## src/rtl/core/tdq_pkg.sv

```systemverilog
// ----------------------------------------------------------------------------
// tdq_pkg
// Shared types and constants of the target/decoy q-value engine.
// ----------------------------------------------------------------------------
`default_nettype none

package tdq_pkg;

    // defaults of the top-level parameters
    localparam int DEF_MAX_ITEMS  = 64;
    localparam int DEF_SCORE_BITS = 32;

    // field widths
    localparam int SCORE_W     = 32;
    localparam int EXT_SCORE_W = 48;
    localparam int INDEX_W     = 6;
    localparam int Q_W         = 16;
    localparam int PASS_W      = 7;
    localparam int THR_W       = 16;
    localparam int PI0_W       = 16;
    localparam int RATIO_W     = 24;
    localparam int CFG_DATA_W  = 24;
    localparam int CFG_INDEX_W = 2;

    // register reset values
    localparam logic [THR_W-1:0]   THR_RESET   = 16'd655;
    localparam logic [PI0_W-1:0]   PI0_RESET   = 16'd58982;
    localparam logic [RATIO_W-1:0] RATIO_RESET = 24'd65536;

    // register indexes
    typedef enum logic [CFG_INDEX_W-1:0] {
        CFG_FDR_THRESHOLD = 2'd0,
        CFG_NULL_FRACTION = 2'd1,
        CFG_DECOY_RATIO   = 2'd2
    } t_cfg_index;

    // input item
    typedef struct packed {
        logic signed [SCORE_W-1:0] score;
        logic                      is_decoy;
        logic                      last;
    } t_in_item;

    // result item
    typedef struct packed {
        logic [INDEX_W-1:0] item_index;
        logic [Q_W-1:0]     q_value;
        logic [PASS_W-1:0]  targets_passing;
        logic               last_result;
    } t_out_item;

endpackage

`default_nettype wire

```

## src/rtl/core/tdq_divider.sv

```systemverilog
// ----------------------------------------------------------------------------
// tdq_divider
// Restoring divider, one quotient bit per cycle. The dividend must be
// below divisor * 2^16, so the quotient fits in 16 bits.
// ----------------------------------------------------------------------------
`default_nettype none

module tdq_divider #(
    parameter int CNT_W = 7
) (
    input  wire logic                          i_clk,
    input  wire logic                          i_rst_n,
    input  wire logic                          i_start,
    input  wire logic [CNT_W+tdq_pkg::Q_W-1:0] i_dividend,
    input  wire logic [CNT_W-1:0]              i_divisor,
    output logic                               o_done,
    output logic [tdq_pkg::Q_W-1:0]            o_quotient
);

    localparam int QW     = tdq_pkg::Q_W;
    localparam int STEP_W = $clog2(QW);

    logic              r_busy;
    logic              r_done;
    logic [STEP_W-1:0] r_step;
    logic [CNT_W-1:0]  r_rem;
    logic [CNT_W-1:0]  r_div;
    logic [QW-1:0]     r_quo;

    logic [CNT_W:0]    w_trial;
    logic [CNT_W:0]    w_diff;
    logic              w_ge;

    // trial subtract of one step
    always_comb begin
        w_trial = {r_rem, r_quo[QW-1]};
        w_ge    = w_trial >= {1'b0, r_div};
        w_diff  = w_trial - {1'b0, r_div};
    end

    // control
    always_ff @(posedge i_clk) begin
        if (!i_rst_n) begin
            r_busy <= 1'b0;
            r_done <= 1'b0;
            r_step <= '0;
        end else begin
            r_done <= 1'b0;
            if (i_start) begin
                r_busy <= 1'b1;
                r_step <= '0;
            end else if (r_busy) begin
                r_step <= r_step + STEP_W'(1);
                if (r_step == STEP_W'(QW - 1)) begin
                    r_busy <= 1'b0;
                    r_done <= 1'b1;
                end
            end
        end
    end

    // datapath
    always_ff @(posedge i_clk) begin
        if (i_start) begin
            r_rem <= i_dividend[CNT_W+QW-1:QW];
            r_quo <= i_dividend[QW-1:0];
            r_div <= i_divisor;
        end else if (r_busy) begin
            r_rem <= w_ge ? w_diff[CNT_W-1:0] : w_trial[CNT_W-1:0];
            r_quo <= {r_quo[QW-2:0], w_ge};
        end
    end

    assign o_done     = r_done;
    assign o_quotient = r_quo;

endmodule

`default_nettype wire

```

## config.mk

```make
export PLATFORM = sky130hd
export DESIGN_NAME = tdq_divider
export DESIGN_NICKNAME = d
export VERILOG_FILES = /design/src/rtl/core/tdq_pkg.sv /design/src/rtl/core/tdq_divider.sv
export SDC_FILE = /design/constraint.sdc
export NUM_CORES = 1
export LEC_CHECK = 0
export ABC_AREA = 1
export BUFFER_PORTS_ARGS = -buffer_cell sky130_fd_sc_hd__buf_2
export CAP_MARGIN = 20
export CORE_AREA = 2 2 89 91
export DETAILED_ROUTE_END_ITERATION = 7
export DIE_AREA = 0 0 91 93
export SLEW_MARGIN = 0
export SYNTH_ARGS = -nofsm -noshare
export SYNTH_HDL_FRONTEND = slang
export SYNTH_SLANG_ARGS = --single-unit
```

## constraint.sdc

```tcl
create_clock -name i_clk -period 3.1 [get_ports i_clk]
set_input_delay 0 -clock i_clk [delete_from_list [all_inputs] [get_ports i_clk]]
set_output_delay 0 -clock i_clk [all_outputs]
set_load 0.02 [all_outputs]
```

### After elaboration in Yosys (flattened, before gate mapping)

Index checks and enable logic that the tools add are counted.

* reductions and logical operators: 3
* $add $sub $neg: 2
* bitwise operators: 2
* multiplexer cells: 9
* eq/ne operators: 1
* $lt $le $gt $ge: 1

Operators with widths (number)
* $mux W16: 2
* $mux W7: 3
* $ge A8 B7 Y1: 1
* $sub A7 B7 Y7: 1
* $add A4 B1 Y4 const B: 1
* $eq A4 B4 Y1 const B: 1
* $mux W1: 4
* $reduce_or A3 Y1: 1
* $not A1 Y1: 2
* $reduce_bool A2 Y1: 1
* $reduce_or A2 Y1: 1

* bits of input ports: 33
* register bits after elaboration: 36

### Depth between registers and ports, before layout

* depth after elaboration: 4
* mapped depth: 12
* depth with buffers taken out: 12

### Least setup slack after synthesis

Ideal clock, no wire load.

* path kind: register to register
* start point: register r_quo[15] (netlist: o_quotient[15])
* end point: register r_rem[5], data pin
* path buffers: 0
* data required time: 2847 ps
* library setup time: 253 ps
* path slack: 1139 ps
* arrival time: 1708 ps
* stages on the path, launching flop included: 12
* cell sequence: edfxtp_1 > inv_1 > ha_1 > fa_1 > inv_1 > nand2_1 > nand2_1 > nand3_1 > nand3_4 > nand3_1 > nand3_1 > nand2_1

* word-level cells in the longest chain between the ends: 4

Ends and longest elaborated chain
* from (decl): RTL line tdq_divider.sv:28 `logic [QW-1:0] r_quo;`
* from (signal assigned): RTL line tdq_divider.sv:66 `r_quo <= i_dividend[QW-1:0];`
* from (signal assigned): RTL line tdq_divider.sv:70 `r_quo <= {r_quo[QW-2:0], w_ge};`
* $sub A7 B7 Y7 or $ge A8 B7 Y1 (tied branches): RTL line tdq_divider.sv:38, tdq_divider.sv:37
* $mux W7 (*): RTL line tdq_divider.sv:69 `r_rem <= w_ge ? w_diff[CNT_W-1:0] : w_trial[CNT_W-1:0];`
* $mux W7 (*): RTL line tdq_divider.sv:68 `end else if (r_busy) begin`
* $mux W7 (*): RTL line tdq_divider.sv:64 `if (i_start) begin`
* to (signal assigned): RTL line tdq_divider.sv:65 `r_rem <= i_dividend[CNT_W+QW-1:QW];`
* to (signal assigned): RTL line tdq_divider.sv:69
* to (decl): RTL line tdq_divider.sv:26 `logic [CNT_W-1:0] r_rem;`

Every way passes the cells marked *; elsewhere a longest branch is shown, timed or not. The select of a mux whose other input is x is not followed.
A chain may end at the register's enable or synchronous reset.

### Final worst setup path

* start point: register r_quo[15] (netlist: o_quotient[15])
* end point: register r_rem[4], data pin

The elaborated chain is that of the path after synthesis.

==> metrics.md <==
| Metric | Value |
|---|---|
| Vias in the first global route | approximately 1600 |
| Vias per inst | a little over 4 |
| CP Launch Type | flip-flop |
| First-pass GRT wire length | roughly 7300 um |
| Syn-to-layout area delta | 37.99% |
| Clock Tree Buf Depth | 2 |
| Post-Synthesis Cells | 219 |
| Worst VDD drop | approximately 0.00034 V |
| Worst hold path type | primary input to flip-flop |
| Max FO, Critical Path | 6 |
| Failing checks | hold timing |
| Most common cell in the netlist | nand2_1 |
| Largest area contributor in the netlist | edfxtp_1 |
| Filler cells | 800 |
| CTS tree | yes |
| Final hold violation count | 1 |
| Cts repair resizes | 0 |
| Sequential element share of the synthesized area | between 50% and 60% |
| H-tree levels | 2 |
| WP data required | approximately 3300 ps |
| Post-route antenna net violation count | 0 |
| CTS clk-pin slew, worst paths | 70 ps |
| Adder-Cell Fraction of Synth Area | 6.299% |
| XOR/XNOR Fraction of Synth Area | less than 1% |
| Synth unique cells | 26 |
| Slew Viols, Final | 0 |
| RSZ-0062 raised after global routing | false |
| DP HPWL | roughly 3100 um |
| Inserted Diodes | 0 |
| # IOs | 50 |
| Total global routing overflow | 0 |
| Die Wd | 91 um |
| DR pass1 iterations | 4 |
| CP endpoint kind | flip-flop |
| Final period util | a little over 60% |
| Initial antenna violation count | 0 |
| Layout Skew | 1.730 ps |
| Largest net degree at the start of global routing | 32 |
| Top cells by count, synth | nand2_1 (97), edfxtp_1 (30), inv_1 (25), nand3_1 (14), ha_1 (8) |
| Clock insertion delay at the later pin of the skew report | roughly 280 ps |
| Die span in y | between 90 and 100 um |
| Synth Area in Simple Gates | between 30% and 40% |
| Starting DRT DRC Count | 69 |
| DR vias | approximately 1700 |
| Mapped Nets | 261 |
| Worst Max-Slew Pin Slew | between 600 and 700 ps |
| Number of port buffers | 49 |
| # nets final | ~340 |
| Pleak | around 1.3 nW |
| Setup violators final | 0 |
| Setup TNS | 0 ps |
| Seq cells post-synth | 36 |
| Core area | about 0.0075 mm^2 |
| Gr usage total | 10.55% |
| PwrDens | ~520 mW/mm^2 |
| Status | complete, but fails checks |
| Root buffer cell | clkbuf_8 |
| Post-synthesis instance area | between 0.0015 and 0.002 mm^2 |
| Top_reg_cell synth | edfxtp_1 |
| CTS Buf Count | 5 |
| Flip-flop and latch area | between 0.001 and 0.0015 mm^2 |
| Sink Count | 36 |
| Max-cap viol count | 0 |
| Largest family of logic cells by synthesized area | simple AND/OR/NAND/NOR gates |
| Multi-input logic area | between 700 and 800 um^2 |
| EDFF count, synth | 30 |
| DRT Wirelength | 4338 um |
| Min Hold Slack | -0.7025 ps |
| Complex-gate fraction of the synthesized area | 2.362% |
| Highest clock rate | just over 500 MHz |
| Crit Path Class | flip-flop to flip-flop |
| DRC | 0 |
| Multiplexer fraction of the synthesized cell area | 0% |
| Ys Warns | 0 |
| Starting Density | between 20% and 30% |
| Synthesized area per cell | approximately 8.7 um^2 |
| Min Tclk post-route | 1929 ps |
| Synth area leaders | edfxtp_1 (47%), nand2_1 (19%), dfxtp_1 (6.3%) |
| Critical path arrival | between 2000 and 2500 ps |
| Max transition margin | between 50% and 60% |
| Routability congestion estimate | between 0.8 and 0.9 |
| Post-synth top area share | ~47% |
| Layout cells sized above 1 | about 21% |
| Die area | approximately 0.0085 mm^2 |
| Post-synth ARST share | 0% |
| Rows | 32 |
| Wire per inst | roughly 11 um |
-- kinds of logic after synthesis --
kind of cell / Yosys count
xor+xnor: 2
fa+ha+maj: 9
flops: 36
buf+inv: 31
compound gates: 6
simple gates: 135
-- sequential cells by signal, summed over array words and instances (netlist names) --
signal,flops
o_done,1
o_quotient,16
r_busy,1
r_div,7
r_rem,7
r_step,4
-- per-stage QoR --
step	cell area (um^2)	setup WS, ps	total power, mW	utilization, %	std cells
2_1_floorplan	1907	1139	0.9168	-	219
3_3_place_gp	2281	1231	1.022	30.30	368
3_5_place_dp	2281	1174	1.025	30.30	368
4_1_cts	2631	1171	1.371	34.96	403
5_1_grt	2631	965.1	1.448	34.96	403
6_report	2631	1171	1.356	34.96	403
-- worst max-delay path: stages, from the launching register on --
cell and delay, ps:
edfxtp_1 340, inv_1 60, ha_1 220, fa_1 400
inv_1 70, nand2_1 40, nand2_1 100, nand2_1 90
nand2_1 70, nand2_1 140, nand3b_1 140, nand3_1 90
nand2_1 70
-- worst paths after layout --
check                                     from  endpoint  slack [ps]  depth (start not counted)
worst min register to register          r_busy    o_done         500                          2
worst max register to register  o_quotient[15]  r_rem[4]        1170                         12
worst max-delay path            o_quotient[15]  r_rem[4]        1170                         12
worst min-delay path            i_dividend[21]  r_rem[5]        -0.7                          3
-- routing by layer --
layer / share of wire (%) / GRT usage (%) / vias to the layer above
met4: 1.4 / 3.409 / 0
met2: 52 / 18.52 / 36
li1: - / - / 867
met1: 43 / 13.04 / 746
met3: 3.8 / 2.095 / 5
met5: 0 / 0 / -
-- area by class of cell --
cell class / count / share of cell area [%]
tap: 102 / 4.850
timing repair buffer: 79 / 20.45
clock inverter: 1 / 0.1427
sequential: 36 / 38.80
inverter: 26 / 3.709
clock buffer: 7 / 2.901
multi-input combinational: 152 / 29.15
-- repair_timing --
item | 4_1_cts | 5_1_grt
hold endpoints to repair | 27 | 0
setup buffers | 0 | 0
hold buffers | 27 | 0
-- layout by cell type (no fill, tap or decap), types with 2 or more instances in the layout --
master,n
clkinv_1,2
nand3_1,14
dfxtp_1,6
xor2_1,2
edfxtp_1,30
nor2_1,6
clkbuf_8,5
nand2_1,97
nand3b_1,6
inv_1,25
ha_1,8
buf_4,3
clkbuf_1,2
dlygate4sd3_1,27
nor3_1,5
buf_2,49
a21oi_1,3
-- power breakdown --
part	switching, mW	internal, mW
Clock	0.160	0.156
Sequential	0.0293	0.594
Combinational	0.242	0.174
Total	0.432	0.925
(Power assumes the default switching activity.)
